[config.mk]
export PLATFORM = sky130hd
export DESIGN_NAME = linear_interpolating_upsampler
export DESIGN_NICKNAME = d
export VERILOG_FILES = /design/src/hdl/liu_pkg.sv /design/src/hdl/liu_div.sv /design/src/hdl/linear_interpolating_upsampler.sv
export SDC_FILE = /design/constraint.sdc
export NUM_CORES = 1
export LEC_CHECK = 0
export ABC_CLOCK_PERIOD_IN_PS = 11700
export BUFFER_PORTS_ARGS = -buffer_cell sky130_fd_sc_hd__clkbuf_2
export CAP_MARGIN = 20
export CORE_MARGIN = 3
export CORE_UTILIZATION = 50
export CTS_BUF_LIST = sky130_fd_sc_hd__clkbuf_8
export DETAILED_ROUTE_END_ITERATION = 10
export PLACE_DENSITY = 0.67
export SETUP_SLACK_MARGIN = 0.5
export SLEW_MARGIN = 20
export SYNTH_ARGS = -nofsm -noshare
export SYNTH_HDL_FRONTEND = slang
export SYNTH_SLANG_ARGS = --single-unit
export TNS_END_PERCENT = 20
[constraint.sdc]
create_clock -name clk -period 11.7 [get_ports clk]
set_input_delay 2.34 -clock clk [delete_from_list [all_inputs] [get_ports clk]]
set_output_delay 2.34 -clock clk [all_outputs]
set_load 0.005 [all_outputs]
[src/hdl/liu_pkg.sv]
package liu_pkg;

    localparam int DEF_MAX_FACTOR  = 16;
    localparam int DEF_SAMPLE_BITS = 16;

    // width of the factor register as seen on the configuration port
    localparam int CFG_BITS = 5;

endpackage

[src/hdl/liu_div.sv]
// Restoring divider, one quotient bit per cycle.
module liu_div
    import liu_pkg::*;
#(
    parameter int DW = DEF_SAMPLE_BITS,
    parameter int FW = $clog2(DEF_MAX_FACTOR + 1)
)
(
    input  logic          clk,
    input  logic          rst_n,
    input  logic          start,
    input  logic [DW-1:0] dividend,
    input  logic [FW-1:0] divisor,
    output logic          done,
    output logic [DW-1:0] quotient,
    output logic [FW-1:0] remainder
);

    localparam int CW = $clog2(DW + 1);

    logic          busy_reg, busy_next;
    logic          done_reg, done_next;
    logic [CW-1:0] cnt_reg,  cnt_next;
    logic [DW-1:0] quo_reg,  quo_next;
    logic [FW-1:0] rem_reg,  rem_next;
    logic [FW-1:0] dsr_reg,  dsr_next;

    logic [FW:0]   trial;
    logic [FW:0]   trial_sub;
    logic          fits;

    assign trial     = {rem_reg, quo_reg[DW-1]};
    assign trial_sub = trial - {1'b0, dsr_reg};
    assign fits      = (trial >= {1'b0, dsr_reg});

    always_comb
    begin
        busy_next = busy_reg;
        done_next = 1'b0;
        cnt_next  = cnt_reg;
        quo_next  = quo_reg;
        rem_next  = rem_reg;
        dsr_next  = dsr_reg;
        if (start)
        begin
            busy_next = 1'b1;
            cnt_next  = CW'(DW);
            quo_next  = dividend;
            rem_next  = '0;
            dsr_next  = divisor;
        end
        else if (busy_reg)
        begin
            // remainder stays below the divisor, so the trial fits FW+1 bits
            rem_next = fits ? trial_sub[FW-1:0] : trial[FW-1:0];
            quo_next = {quo_reg[DW-2:0], fits};
            cnt_next = cnt_reg - CW'(1);
            if (cnt_reg == CW'(1))
            begin
                busy_next = 1'b0;
                done_next = 1'b1;
            end
        end
    end

    always_ff @(posedge clk or negedge rst_n)
    begin
        if (!rst_n)
        begin
            busy_reg <= 1'b0;
            done_reg <= 1'b0;
            cnt_reg  <= '0;
        end
        else
        begin
            busy_reg <= busy_next;
            done_reg <= done_next;
            cnt_reg  <= cnt_next;
        end
    end

    always_ff @(posedge clk)
    begin
        quo_reg <= quo_next;
        rem_reg <= rem_next;
        dsr_reg <= dsr_next;
    end

    assign done      = done_reg;
    assign quotient  = quo_reg;
    assign remainder = rem_reg;

endmodule

[src/hdl/linear_interpolating_upsampler.sv]
// Results: after an input transaction the bit-serial divider runs first (ST_DIV), then
// results follow one per cycle while out_stall is low (ST_EMIT, then ST_LAST at a vector
// end); a lone sample goes straight to ST_LAST. Intake stalls from an accepted sample with
// a held predecessor or a vector end until its last result is issued.
// Reset (rst_n low, async): factor = 1, no sample held, output empty. No clearing pass.
module linear_interpolating_upsampler
    import liu_pkg::*;
#(
    parameter int MAX_FACTOR  = DEF_MAX_FACTOR,
    parameter int SAMPLE_BITS = DEF_SAMPLE_BITS
)
(
    input  logic                          clk,
    input  logic                          rst_n,

    input  logic                          factor_valid,
    output logic                          factor_ready,
    input  logic [CFG_BITS-1:0]           factor,

    input  logic                          in_valid,
    output logic                          in_stall,
    input  logic signed [SAMPLE_BITS-1:0] sample,
    input  logic                          end_of_vector,

    output logic                          out_valid,
    input  logic                          out_stall,
    output logic signed [SAMPLE_BITS-1:0] value,
    output logic                          run_end,
    output logic                          vector_end
);

    localparam int SB = SAMPLE_BITS;
    localparam int FW = $clog2(MAX_FACTOR + 1);

    localparam logic [1:0] ST_IDLE = 2'd0;
    localparam logic [1:0] ST_DIV  = 2'd1;
    localparam logic [1:0] ST_EMIT = 2'd2;
    localparam logic [1:0] ST_LAST = 2'd3;

    logic [1:0]          state_reg,     state_next;
    logic [CFG_BITS-1:0] factor_reg,    factor_next;
    logic                have_prev_reg, have_prev_next;
    logic [SB-1:0]       prev_reg,      prev_next;
    logic [SB-1:0]       cur_reg,       cur_next;
    logic                last_reg,      last_next;
    logic                neg_reg,       neg_next;
    logic [FW-1:0]       f_reg,         f_next;
    logic [FW-1:0]       k_reg,         k_next;
    logic [SB-1:0]       q_reg,         q_next;
    logic [FW-1:0]       r_reg,         r_next;
    logic                ov_reg,        ov_next;
    logic [SB-1:0]       oval_reg,      oval_next;
    logic                orun_reg,      orun_next;
    logic                ovec_reg,      ovec_next;

    logic          in_acc;
    logic          slot_free;
    logic [FW-1:0] eff_factor;
    logic [SB:0]   diff_w;
    logic [SB:0]   mag_w;
    logic          div_start;
    logic          div_done;
    logic [SB-1:0] dq;
    logic [FW-1:0] dr;
    logic [FW:0]   r_sum;
    logic [FW:0]   r_sub;
    logic          carry;
    logic [SB:0]   interp;
    logic          k_final;

    always_comb
    begin
        if (factor_reg == '0)
            eff_factor = FW'(1);
        else if (int'(factor_reg) > MAX_FACTOR)
            eff_factor = FW'(MAX_FACTOR);
        else
            eff_factor = FW'(factor_reg);
    end

    assign in_acc    = in_valid && (state_reg == ST_IDLE);
    assign slot_free = !ov_reg || !out_stall;
    assign diff_w    = {sample[SB-1], sample} - {prev_reg[SB-1], prev_reg};
    assign mag_w     = diff_w[SB] ? (~diff_w + (SB+1)'(1)) : diff_w;
    assign div_start = in_acc && have_prev_reg;

    liu_div #(
        .DW (SB),
        .FW (FW)
    ) u_div (
        .clk       (clk),
        .rst_n     (rst_n),
        .start     (div_start),
        .dividend  (mag_w[SB-1:0]),
        .divisor   (eff_factor),
        .done      (div_done),
        .quotient  (dq),
        .remainder (dr)
    );

    // |diff|*k = q*f + r, stepped by |diff| = dq*f + dr
    assign r_sum   = {1'b0, r_reg} + {1'b0, dr};
    assign r_sub   = r_sum - {1'b0, f_reg};
    assign carry   = (r_sum >= {1'b0, f_reg});
    assign interp  = neg_reg ? ({prev_reg[SB-1], prev_reg} - {1'b0, q_reg})
                             : ({prev_reg[SB-1], prev_reg} + {1'b0, q_reg});
    assign k_final = (k_reg == (f_reg - FW'(1)));

    always_comb
    begin
        state_next     = state_reg;
        factor_next    = factor_reg;
        have_prev_next = have_prev_reg;
        prev_next      = prev_reg;
        cur_next       = cur_reg;
        last_next      = last_reg;
        neg_next       = neg_reg;
        f_next         = f_reg;
        k_next         = k_reg;
        q_next         = q_reg;
        r_next         = r_reg;
        ov_next        = ov_reg;
        oval_next      = oval_reg;
        orun_next      = orun_reg;
        ovec_next      = ovec_reg;

        if (factor_valid)
            factor_next = factor;

        if (ov_reg && !out_stall)
            ov_next = 1'b0;

        case (state_reg)
            ST_IDLE:
            begin
                if (in_acc)
                begin
                    cur_next  = sample;
                    last_next = end_of_vector;
                    f_next    = eff_factor;
                    neg_next  = diff_w[SB];
                    if (!have_prev_reg)
                    begin
                        if (end_of_vector)
                            state_next = ST_LAST;
                        else
                        begin
                            prev_next      = sample;
                            have_prev_next = 1'b1;
                        end
                    end
                    else
                        state_next = ST_DIV;
                end
            end
            ST_DIV:
            begin
                if (div_done)
                begin
                    q_next     = '0;
                    r_next     = '0;
                    k_next     = '0;
                    state_next = ST_EMIT;
                end
            end
            ST_EMIT:
            begin
                if (slot_free)
                begin
                    ov_next   = 1'b1;
                    oval_next = interp[SB-1:0];
                    orun_next = !last_reg && k_final;
                    ovec_next = 1'b0;
                    q_next    = q_reg + dq + SB'(carry);
                    r_next    = carry ? r_sub[FW-1:0] : r_sum[FW-1:0];
                    k_next    = k_reg + FW'(1);
                    if (k_final)
                    begin
                        if (last_reg)
                            state_next = ST_LAST;
                        else
                        begin
                            prev_next  = cur_reg;
                            state_next = ST_IDLE;
                        end
                    end
                end
            end
            ST_LAST:
            begin
                if (slot_free)
                begin
                    ov_next        = 1'b1;
                    oval_next      = cur_reg;
                    orun_next      = 1'b1;
                    ovec_next      = 1'b1;
                    have_prev_next = 1'b0;
                    prev_next      = '0;
                    state_next     = ST_IDLE;
                end
            end
            default:
            begin
                state_next = ST_IDLE;
            end
        endcase
    end

    always_ff @(posedge clk or negedge rst_n)
    begin
        if (!rst_n)
        begin
            state_reg     <= ST_IDLE;
            factor_reg    <= CFG_BITS'(1);
            have_prev_reg <= 1'b0;
            prev_reg      <= '0;
            ov_reg        <= 1'b0;
        end
        else
        begin
            state_reg     <= state_next;
            factor_reg    <= factor_next;
            have_prev_reg <= have_prev_next;
            prev_reg      <= prev_next;
            ov_reg        <= ov_next;
        end
    end

    always_ff @(posedge clk)
    begin
        cur_reg  <= cur_next;
        last_reg <= last_next;
        neg_reg  <= neg_next;
        f_reg    <= f_next;
        k_reg    <= k_next;
        q_reg    <= q_next;
        r_reg    <= r_next;
        oval_reg <= oval_next;
        orun_reg <= orun_next;
        ovec_reg <= ovec_next;
    end

    assign factor_ready = 1'b1;
    assign in_stall     = (state_reg != ST_IDLE);
    assign out_valid    = ov_reg;
    assign value        = oval_reg;
    assign run_end      = orun_reg;
    assign vector_end   = ovec_reg;

endmodule

Word level (Yosys, flattened, before mapping):

Cells that the tools add are included.

* bits of input ports: 27
* flip-flop bits (word level): 125

* add/sub/neg operators: 12
* bitwise operators: 1
* eq/ne operators: 14
* reduce and logical (&&, ||, !) cells: 23
* $lt $le $gt $ge: 3
* mux-type cells: 56

Operator list (number)
* 16-bit two-way mux: 15
* 16-bit one-hot mux with 2 select lines: 2
* 16-bit one-hot mux with 3 select lines: 1
* 5-bit two-way mux: 9
* 16-bit adder: 2
* 5-bit one-hot mux with 2 select lines: 2
* 16-bit by 16-bit subtractor with 17-bit output: 1
* 16-bit by 1-bit adder with 16-bit output: 1
* 16-bit by 1-bit adder with 16-bit output (second input constant): 1
* 2-bit two-way mux: 8
* 16-bit NOT: 1
* 16-bit subtractor: 1
* 1-bit two-way mux: 15
* 2-bit != test (second input constant): 7
* 6-bit by 5-bit >= comparator with 1-bit output: 2
* 2-bit nonzero test: 5
* 5-bit by 1-bit subtractor with 5-bit output (second input constant): 2
* 5-bit subtractor: 2
* 3-bit AND reduction: 3
* 2-bit one-hot mux with 4 select lines: 1
* 8-bit AND reduction: 1
* 5-bit by 5-bit adder with 6-bit output: 1
* 1-bit one-hot mux with 2 select lines: 3
* 6-bit AND reduction: 1
* other kinds (16): 22

Depth between registers and ports, before layout:

Gate-level depths: netlist of run 1.

* depth in word-level cells: 5
* mapped depth: 20

Hierarchy:

A second synthesis of run 1 with hierarchy kept.

* cell total of the unflattened synthesis: 846
* area total of the unflattened synthesis: 8491.9 µm²

Modules (own cells, without submodules)
* linear_interpolating_upsampler: seq. area each 2638.8 µm², area an instance 6899.1 µm², cells an instance 721, times used 1
* liu_div: seq. area each 905.9 µm², area an instance 1592.8 µm², cells an instance 125, times used 1

Worst setup path after synthesis of run 1:

No wires, ideal clock.

* path type: input to register
* from: input port sample[0]
* to: register u_div.quo_reg[14] (netlist: u_div.quotient[14]) (data pin)
* library setup time: 264 ps
* path slack: 6579 ps
* arrival time: 4857 ps
* path buffers: 0
* stages: 13
* cell sequence: inv_1 -> ha_1 -> inv_1 -> fa_1 -> a211oi_2 -> or4b_1 -> o2111ai_2 -> nor4_4 -> nand2_2 -> nand4bb_4 -> o41ai_2 -> xnor2_1 -> o21ai_1

* longest elaborated chain between the ends: 5

RTL lines
* from (decl): line linear_interpolating_upsampler.sv:22 `input logic signed [SAMPLE_BITS-1:0] sample,`
* 16-bit by 16-bit subtractor with 17-bit output *: line linear_interpolating_upsampler.sv:83 `assign diff_w = {sample[SB-1], sample} - {prev_reg[SB-1], prev_reg};`
* 16-bit NOT: line linear_interpolating_upsampler.sv:84 `assign mag_w = diff_w[SB] ? (~diff_w + (SB+1)'(1)) : diff_w;`
* 16-bit by 1-bit adder with 16-bit output: line linear_interpolating_upsampler.sv:84
* 16-bit two-way mux *: line linear_interpolating_upsampler.sv:84
* 16-bit two-way mux *: line liu_div.sv:44 `if (start)`
* via u_div.quo_next[14]: line liu_div.sv:24 `logic [DW-1:0] quo_reg, quo_next;`
* to (signal assigned): line liu_div.sv:84 `quo_reg <= quo_next;`
* to (decl): line liu_div.sv:24

Mark *: on every way through the listed nets, which the timed path passes. The rest lies on a longest branch.
A chain may end at the register's enable or synchronous reset.

Worst setup path after layout of run 1:

Ends and elaborated chain as after synthesis.

==> results.sh, run 1 <==
export IMPL_syn_area_per_cell_um2=9.67
export IMPL_drv_slew=0
export IMPL_drt_iter0_markers=422
export IMPL_layout_commonest_cell="nor2_1"
export IMPL_hold_start="u_div.cnt_reg[4]"
export IMPL_final_setup_viol_count=0
export IMPL_cts_resized=0
export IMPL_cts_tree="yes"
export IMPL_first_pass_iters=5
export IMPL_core_mm2=0.0162
export IMPL_postRouteAntennaNets=0
export IMPL_start_util_pct=51.9
export IMPL_r2r_slack_ps=6640
export IMPL_grt_total_usage_pct=22.1
export IMPL_final_cell_mix="108 x nor2_1, 88 x edfxtp_1, 77 x a21oi_1"
export IMPL_fin_tns_setup_ps=0
export IMPL_wl_met1_mm=9.41
export IMPL_place_gp_congestion=0.915
export IMPL_rsz0062_at_grt="false"
export IMPL_clock_sinks=125
export IMPL_fillCellCount=1430
export IMPL_path_max_fanout=4
export IMPL_nNetsFinal=1016
export IMPL_fmax_mhz=195
export IMPL_placementRows=46
export IMPL_grt_pass1_wl_mm=31.6
export IMPL_finalHoldViolations=0
export IMPL_clkTransAtPathRegs_ps=70
export IMPL_cts_root_buffer="clkbuf_8"
export IMPL_dr_wl_met2_mm=8.89
export IMPL_regArea_mm2=0.00355
export IMPL_hold_path_cell_count=2
export IMPL_drive_gt1_share_pct=11.8
export IMPL_via_per_inst=5.61
export IMPL_cts_hold_buf=0
export IMPL_grt_max_degree=37
export IMPL_die_y_um=136
export IMPL_synth_cell_types=74
export IMPL_routed_top_layer="met4"
export IMPL_ys_async_sr_fraction_pct=25.6
export IMPL_die_width_um=136
export IMPL_num_antenna_cells=0
export IMPL_antenna_found_initial=0
export IMPL_grt_pass1_vias=6017
export IMPL_area_delta_synth_final_pct=10.7
export IMPL_maxCapViolations=0
export IMPL_reg2reg_to="q_reg[14]"
export IMPL_synthesis_area_mm2=0.00839
export IMPL_period_share_pct=43.8
export IMPL_start_kind="input port"
export IMPL_min_to="u_div.cnt_reg[4]"
export IMPL_synth_edf_count=88
export IMPL_synth_seq_cells=125
export IMPL_post_drt_wl_per_cell_um=16.9
export IMPL_cp_arrival_ps=5310
export IMPL_max_slew_worst_pin_slew_ps=912
export IMPL_skew_ps=10.8
export IMPL_period_minus_slack_ps=5120
export IMPL_cts_htree_levels=4
export IMPL_routed_wl_mm=19.4
export IMPL_rr_worst_depth=20
export IMPL_cts_path_max_buffers=2
export IMPL_crit_type="input port to flop"
export IMPL_multiInputGateArea_mm2=0.00452
export IMPL_grt_overflow_total=0
export IMPL_pin_count=48
export IMPL_critPathRequiredTime_ps=11890
export IMPL_end_kind="flop"
export IMPL_die_area_mm2=0.0184
export IMPL_drc=0
export IMPL_status="completed"
export IMPL_cts_buffers=17
export IMPL_cts_setup_buffers=0
export IMPL_wl_met3_um=835
export IMPL_portBuffers=46
export IMPL_reg2reg_from="u_div.remainder[0]"
export IMPL_yosysWarnings=0
export IMPL_yosys_most_used_dff="edfxtp_1"
export IMPL_synth_nets=968
export IMPL_hp_class="flop to flop"
export IMPL_dp_final_hpwl_mm=14.6
export IMPL_clock_latency_ps=440
export IMPL_relSlewSlack_pct=39.2
export IMPL_netlist_instances=868
export IMPL_vias=6427
export IMPL_synth_seq_area_share_pct=42.2
cell type report:
cell class | instances | area share [%]
multi-input cells | 658 | 48.6
flip-flops and latches | 125 | 38.1
repair buffers | 52 | 3.18
well taps | 216 | 2.91
clock buffers | 17 | 2.52
inverters | 62 | 2.50
clock inverters | 15 | 2.11
logic make-up (layout without fill, tap and decap cells):
kind of cell | after synthesis | count (layout) | share of synthesized area, %
AND/OR/NAND/NOR | 280 | 280 | 16.4
XOR/XNOR | 81 | 81 | 8.54
buffers and inverters | 85 | 146 | 4.04
multiplexers | 14 | 14 | 1.76
AO/OA/AOI/OAI | 209 | 209 | 15.5
adder cells (fa/ha/maj) | 73 | 73 | 11.5
flip-flops | 125 | 125 | 42.2
other | 1 | 1 | 0.0447
layer usage:
metal  track usage, %  up-vias
li1                 -     3175
met5                0        -
met1             32.4     3096
met2             34.3      134
met4             5.38        0
met3             3.68       22
worst max-delay path, cell delays in order:
cell       delay, ps
clkbuf_2         110
inv_1             70
ha_1             240
inv_1             70
fa_1             410
a211oi_2         300
or4b_1           180
o2111ai_2        190
nor4_4           400
nand2_2          120
nand4bb_4        250
o41ai_2          380
xnor2_1          160
o21ai_1           70
synth_stat cells (3+ instances only):
cell / number / area share (%)
nor4_1: 3 / 0.22
nand2b_1: 13 / 0.97
nand3_1: 8 / 0.48
o2111ai_1: 3 / 0.31
nor3_1: 22 / 1.3
nand2_1: 56 / 2.5
and2_1: 6 / 0.45
nor2b_1: 34 / 2.5
a31oi_1: 10 / 0.75
xor2_1: 27 / 2.8
mux2i_1: 8 / 0.95
o21a_1: 11 / 0.98
a2111oi_0: 3 / 0.31
dfrtp_1: 31 / 9.2
dfxtp_1: 5 / 1.2
a21boi_0: 3 / 0.27
nand4_1: 3 / 0.22
a211oi_1: 11 / 0.98
edfxtp_1: 88 / 31
ha_1: 66 / 9.8
mux2_2: 6 / 0.80
o211ai_1: 4 / 0.36
or3_1: 4 / 0.30
o21ai_0: 27 / 1.6
xnor2_1: 53 / 5.5
a21o_1: 11 / 0.98
o21bai_1: 3 / 0.27
o31ai_1: 5 / 0.45
nor2_1: 109 / 4.9
o21ai_1: 21 / 1.3
fa_1: 7 / 1.7
clkbuf_1: 18 / 0.80
inv_1: 59 / 2.6
a21oi_1: 77 / 4.6
stage by stage:
stage / hold slack (ps) / instances / setup WS, ps / area (um2) / util, %
2_1_floorplan: 488 / 868 / 6580 / 8390 / -
3_3_place_gp: 512 / 1112 / 6210 / 8830 / 54.6
3_5_place_dp: 516 / 1112 / 6130 / 8830 / 54.6
4_1_cts: 538 / 1144 / 6580 / 9270 / 57.3
5_1_grt: 562 / 1145 / 6160 / 9300 / 57.5
6_report: 537 / 1145 / 6580 / 9300 / 57.5
worst max path at each step:
stage	start	endpoint	slack [ps]	cells after the start
detailed placement	sample[0]	u_div.quotient[14]	6130	14
global placement	sample[0]	u_div.quotient[14]	6210	14
floorplan	sample[0]	u_div.quotient[14]	6580	13
global route	u_div.remainder[0]	q_reg[14]	6160	20
CTS	u_div.remainder[0]	q_reg[14]	6580	20
finish	sample[0]	u_div.quotient[14]	6580	14
Power of run 1 is not shown: default switching activity piles up to over one toggle a cycle in this logic, so the estimate is an artifact.
==> run 2: changes to the inputs <==
--- a/config.mk
+++ b/config.mk
@@ -5,14 +5,14 @@
 export SDC_FILE = /design/constraint.sdc
 export NUM_CORES = 1
 export LEC_CHECK = 0
-export ABC_CLOCK_PERIOD_IN_PS = 11700
+export ABC_CLOCK_PERIOD_IN_PS = 4280
 export BUFFER_PORTS_ARGS = -buffer_cell sky130_fd_sc_hd__clkbuf_2
 export CAP_MARGIN = 20
 export CORE_MARGIN = 3
 export CORE_UTILIZATION = 50
 export CTS_BUF_LIST = sky130_fd_sc_hd__clkbuf_8
 export DETAILED_ROUTE_END_ITERATION = 10
-export PLACE_DENSITY = 0.67
+export PLACE_DENSITY = 0.7
 export SETUP_SLACK_MARGIN = 0.5
 export SLEW_MARGIN = 20
 export SYNTH_ARGS = -nofsm -noshare
==> constraint.sdc (replaced) <==
create_clock -name clk -period 4.28 [get_ports clk]
set_input_delay 0.856 -clock clk [delete_from_list [all_inputs] [get_ports clk]]
set_output_delay 0.856 -clock clk [all_outputs]
set_load 0.005 [all_outputs]
==> run 2 against run 1 <==
Against the previous run: sequential share of layout area fell by 1.0 points; register-to-register slack worse by 6600 ps; routed wire length up 2.3%; critical path depth rose by 6; setup slack got worse by 6600 ps; die area unchanged; highest routed layer unchanged.
==> results.sh, run 2 (synthesis gave the netlist of run 1 again) <==
export IMPL_status="completed"
export IMPL_busiest_layer="met2"
export IMPL_rsz0062_at_grt="true"
export IMPL_final_cell_mix="108 x nor2_1, 88 x edfxtp_1, 75 x a21oi_1"
export IMPL_die_y_um=136
export IMPL_reg2reg_from="r_reg[0]"
export IMPL_relSlewSlack_pct=30.8
export IMPL_post_drt_wl_per_cell_um=16.8
export IMPL_dp_final_hpwl_mm=14.7
export IMPL_drc=0
export IMPL_cts_tree="yes"
export IMPL_clock_sinks=125
export IMPL_cp_arrival_ps=4460
export IMPL_cts_root_buffer="clkbuf_8"
export IMPL_clkTransAtPathRegs_ps=70
export IMPL_grt_use_met2_pct=36.0
export IMPL_rr_worst_depth=20
export IMPL_grt_pass1_vias=6349
export IMPL_grt_total_usage_pct=22.6
export IMPL_clock_latency_ps=460
export IMPL_path_max_fanout=2
export IMPL_hp_class="input port to asynchronous set/reset pin"
export IMPL_grt_max_degree=37
export IMPL_layout_commonest_cell="nor2_1"
export IMPL_start_util_pct=51.9
export IMPL_routed_wl_mm=19.8
export IMPL_cts_buffers=17
export IMPL_fmax_mhz=234
export IMPL_drive_gt1_share_pct=16.5
export IMPL_maxCapViolations=0
export IMPL_finalHoldViolations=0
export IMPL_die_area_mm2=0.0184
export IMPL_grt_overflow_total=0
export IMPL_die_width_um=136
export IMPL_area_delta_synth_final_pct=13.8
export IMPL_fillCellCount=1376
export IMPL_crit_chain="ha_4, inv_2, fa_1, xnor2_2, ha_1, a21o_1, a21oi_2, nand2_1, a2111oi_4, fa_2, fa_2, nor2b_2, o21ai_2, a21boi_2, o211a_1, o2111ai_2, a31oi_1, a31oi_1, xor2_1, nor2_1"
export IMPL_via_per_inst=5.55
export IMPL_period_minus_slack_ps=4270
export IMPL_antenna_found_initial=0
export IMPL_placementRows=46
export IMPL_max_slew_worst_pin_slew_ps=1040
export IMPL_vias=6521
export IMPL_final_core_util_pct=59.1
export IMPL_grt_pass1_wl_mm=32.2
export IMPL_reg2reg_to="q_reg[14]"
export IMPL_cts_hold_buf=0
export IMPL_end_kind="flop"
export IMPL_cts_htree_levels=4
export IMPL_start_kind="flop"
export IMPL_num_antenna_cells=0
export IMPL_period_share_pct=99.7
export IMPL_max_stage_delay_ps=410
export IMPL_first_pass_iters=5
export IMPL_crit_slowest_cell="fa_1"
export IMPL_drt_iter0_markers=551
export IMPL_final_setup_viol_count=0
export IMPL_nNetsFinal=1047
export IMPL_use_met3_pct=4.72
export IMPL_drv_slew=0
export IMPL_postRouteAntennaNets=0
export IMPL_portBuffers=46
export IMPL_critPathRequiredTime_ps=4480
export IMPL_skew_ps=11.6
export IMPL_core_mm2=0.0162
export IMPL_place_gp_congestion=0.895
export IMPL_crit_type="flop to flop"
export IMPL_r2r_slack_ps=10
export IMPL_gr_usage_met1_pct=31.1
export IMPL_cts_path_max_buffers=2
export IMPL_pin_count=48
run 2: timing repair:
action | 4_1_cts | 5_1_grt
endpoints found under the setup margin | 11 | 19
setup buffers | 19 | 1
resized for setup | 3 | 9
pin swaps | 1 | 4
run 2: layout make-up:
cell class | count | area (um2) | share of cell area (%)
multi-input combinational | 658 | 4620 | 48.4
sequential | 125 | 3550 | 37.1
timing repair buffer | 83 | 508 | 5.32
tap | 216 | 270 | 2.83
clock buffer | 18 | 248 | 2.59
inverter | 62 | 233 | 2.44
clock inverter | 14 | 125 | 1.31
run 2: metrics by stage:
| stage | hold slack [ps] | worst slack (ps) | setup TNS [ps] | area, um2 | std cells |
|---|---|---|---|---|---|
| after floorplan | 488 | -64.2 | -64.2 | 8450 | 868 |
| after detailed placement | 513 | -7.85 | -7.85 | 8980 | 1124 |
| after global routing | 556 | -217 | -484 | 9550 | 1176 |
| after global placement | 513 | 90.0 | 0 | 8980 | 1124 |
| final | 517 | 14.8 | 0 | 9550 | 1176 |
| after CTS | 524 | 37.9 | 0 | 9510 | 1175 |
run 2: how the worst max path moves through the flow:
stage                  start         to  slack [ps]
floorplan           r_reg[0]  q_reg[14]         -60
global placement    r_reg[0]  q_reg[14]          90
detailed placement  r_reg[0]  q_reg[14]          -8
CTS                 r_reg[0]  q_reg[14]          40
global route        r_reg[0]  q_reg[14]        -220
finish              r_reg[0]  q_reg[14]          10
run 2: critical path: cells and delay by family (launching register included):
| kind | cells | cell delay [ps] |
|---|---|---|
| compound gates | 9 | 1680 |
| xor+xnor | 2 | 330 |
| simple gates | 3 | 210 |
| fa+ha+maj | 5 | 1350 |
| flops | 1 | 380 |
| buf+inv | 1 | 30 |
run 2: per-layer routing:
metal / wire [um] / vias up / share of wire, %
met2: 9170 / 166 / 46
met1: 9230 / 3102 / 47
li1: - / 3222 / -
met3: 1020 / 31 / 5.2
met5: 0 / - / 0
met4: 386 / 0 / 1.9
Power of run 2 is left out for the same reason.
==> run 3: changes to the inputs <==
--- a/config.mk
+++ b/config.mk
@@ -8,12 +8,14 @@
 export ABC_CLOCK_PERIOD_IN_PS = 4280
 export BUFFER_PORTS_ARGS = -buffer_cell sky130_fd_sc_hd__clkbuf_2
 export CAP_MARGIN = 20
+export CORE_ASPECT_RATIO = 0.9
 export CORE_MARGIN = 3
 export CORE_UTILIZATION = 50
 export CTS_BUF_LIST = sky130_fd_sc_hd__clkbuf_8
 export DETAILED_ROUTE_END_ITERATION = 10
+export HOLD_SLACK_MARGIN = 0.03
 export PLACE_DENSITY = 0.7
-export SETUP_SLACK_MARGIN = 0.5
+export SETUP_SLACK_MARGIN = 0.2
 export SLEW_MARGIN = 20
 export SYNTH_ARGS = -nofsm -noshare
 export SYNTH_HDL_FRONTEND = slang
==> run 3 against run 2 <==
Against the previous run: the flow now finishes with violations (negative setup slack); critical endpoint unchanged; highest routed layer is now met5; global-route usage shrank 0.41 points; count of clock-buffer cells in the layout shrank 1; non-clock buffer count shrank 17; register-to-register slack lost 20 ps; fmax shrank 0.44%; first-iteration DRC count grew 3.6%; routed wire length shrank 0.14%; utilization shrank 0.77 points; cell area shrank 0.55%; critical path depth is the same; clock skew is essentially flat.
==> results.sh, run 3 (synthesis gave the netlist of run 1 again) <==
export IMPL_status="complete, but fails checks"
export IMPL_violations="negative setup slack"
export IMPL_finalHoldViolations=0
export IMPL_post_drt_wl_per_cell_um=17.2
export IMPL_grt_overflow_total=0
export IMPL_critPathRequiredTime_ps=4470
export IMPL_portBuffers=46
export IMPL_cts_tree="yes"
export IMPL_cts_buffers=17
export IMPL_hold_path_cell_count=1
export IMPL_layout_setup_ws_ps=-3.84
export IMPL_postPlaceCellArea_mm2=0.00897
export IMPL_placementRows=44
export IMPL_end_kind="flop"
export IMPL_detailedPlace_worstSlack_ps=-11.5
export IMPL_postRouteAntennaNets=0
export IMPL_final_core_util_pct=58.3
export IMPL_core_mm2=0.0163
export IMPL_grt_max_degree=36
export IMPL_dp_final_hpwl_mm=15.1
export IMPL_die_area_mm2=0.0184
export IMPL_min_to="factor_reg[3]"
export IMPL_relSlewSlack_pct=32.4
export IMPL_path_max_fanout=3
export IMPL_die_y_um=129
export IMPL_place_gp_congestion=0.885
export IMPL_via_per_inst=5.67
export IMPL_r2r_slack_ps=-4
export IMPL_rsz0062_at_grt="true"
export IMPL_grt_pass1_wl_mm=31.8
export IMPL_rr_worst_depth=20
export IMPL_antenna_found_initial=1
export IMPL_pin_count=48
export IMPL_die_width_um=143
export IMPL_cp_arrival_ps=4470
export IMPL_start_util_pct=51.5
export IMPL_max_slew_worst_pin_slew_ps=1010
export IMPL_reg2reg_to="q_reg[14]"
export IMPL_fmax_mhz=233
export IMPL_hp_class="flop to flop"
export IMPL_routed_wl_mm=19.8
export IMPL_first_pass_iters=5
export IMPL_reg2reg_from="r_reg[0]"
export IMPL_drt_iter0_markers=571
export IMPL_maxCapViolations=0
export IMPL_cts_hold_buf=0
export IMPL_start_kind="flop"
export IMPL_drc=0
export IMPL_drive_gt1_share_pct=15.5
export IMPL_crit_slowest_cell="fa_2"
export IMPL_layout_commonest_cell="nor2_1"
export IMPL_period_share_pct=100
export IMPL_drv_slew=0
export IMPL_final_cell_mix="108 x nor2_1, 88 x edfxtp_1, 75 x a21oi_1"
export IMPL_num_antenna_cells=0
export IMPL_design_area_mm2=0.00950
export IMPL_grt_pass1_vias=6052
export IMPL_max_stage_delay_ps=520
export IMPL_crit_chain="ha_4, inv_2, fa_2, inv_2, fa_2, a21o_1, a21oi_2, nand2_2, a2111oi_4, fa_2, fa_2, nor2b_2, o21ai_2, a21boi_2, o211a_1, o2111ai_2, a31oi_2, a31oi_1, xor2_1, nor2_1"
export IMPL_area_delta_synth_final_pct=13.2
export IMPL_crit_type="flop to flop"
export IMPL_cp_common_cell="fa_2"
export IMPL_skew_ps=11.5
export IMPL_cts_path_max_buffers=2
export IMPL_cts_htree_levels=4
export IMPL_clock_latency_ps=450
export IMPL_vias=6519
export IMPL_clkTransAtPathRegs_ps=80
export IMPL_clock_sinks=125
export IMPL_final_setup_viol_count=1
export IMPL_period_minus_slack_ps=4280
export IMPL_nNetsFinal=1030
export IMPL_fillCellCount=1408
export IMPL_grt_total_usage_pct=22.2
export IMPL_hold_start="factor_reg[3]"
export IMPL_cts_root_buffer="clkbuf_8"
==> run 3: cell types whose count changed in the layout (fill, tap and decap cells not counted), sizes merged <==
cell | previous run | this run
buf | 37 | 20
bufinv | 2 | 5
clkbuf | 64 | 63
clkinv | 6 | 5
clkinvlp | 0 | 1
inv | 68 | 66
==> run 3: layout make-up <==
cell class | instances | area [um2] | area share (%)
Clock buffer | 17 | 234 | 2.46
Clock inverter | 15 | 234 | 2.46
Inverter | 62 | 233 | 2.45
Multi-Input combinational cell | 658 | 4620 | 48.6
Sequential cell | 125 | 3550 | 37.3
Tap cell | 207 | 259 | 2.73
Timing Repair Buffer | 66 | 380 | 4.00
==> run 3: worst max path at each step <==
stage,startpoint,endpoint,slack (ps),cells after the start
detailed placement,r_reg[0],q_reg[14],-10,20
global route,r_reg[0],q_reg[14],-240,20
finish,r_reg[0],q_reg[14],-4,20
global placement,r_reg[0],q_reg[14],90,20
floorplan,r_reg[0],q_reg[14],-60,20
CTS,r_reg[0],q_reg[14],2,20
==> run 3: repair_timing <==
item                       4_1_cts  5_1_grt
buffers inserted                 1        2
gates cloned                     0        0
resized for setup                1       10
setup endpoints to repair        3       12
pin swaps                        1        1
==> run 3: metrics by stage <==
step	cells	hold slack, ps	setup TNS, ps
finish	1150	539	-3.84
global route	1150	564	-754
CTS	1148	533	0
detailed placement	1115	523	-11.5
global placement	1115	510	0
floorplan	868	488	-64.2
==> run 3: per-layer routing <==
| layer | share of wire, % | vias to the layer above | global-route usage, % |
|---|---|---|---|
| li1 | - | 3201 | - |
| met1 | 50 | 3103 | 33.9 |
| met2 | 42 | 183 | 31.5 |
| met3 | 5.6 | 30 | 4.42 |
| met4 | 2.1 | 2 | 7.43 |
| met5 | 0.066 | - | 0 |
==> run 3: critical path: cells and delay by family (launching register included) <==
kind	cells	cell delay [ps]
adders and majority gates	5	1520
xor gates and xnor gates	1	160
and+or+nand+nor	3	200
DFF	1	380
buffers and inverters	2	80
AOI/OAI and AO/OA	9	1680
Power of run 3 is left out for the same reason.
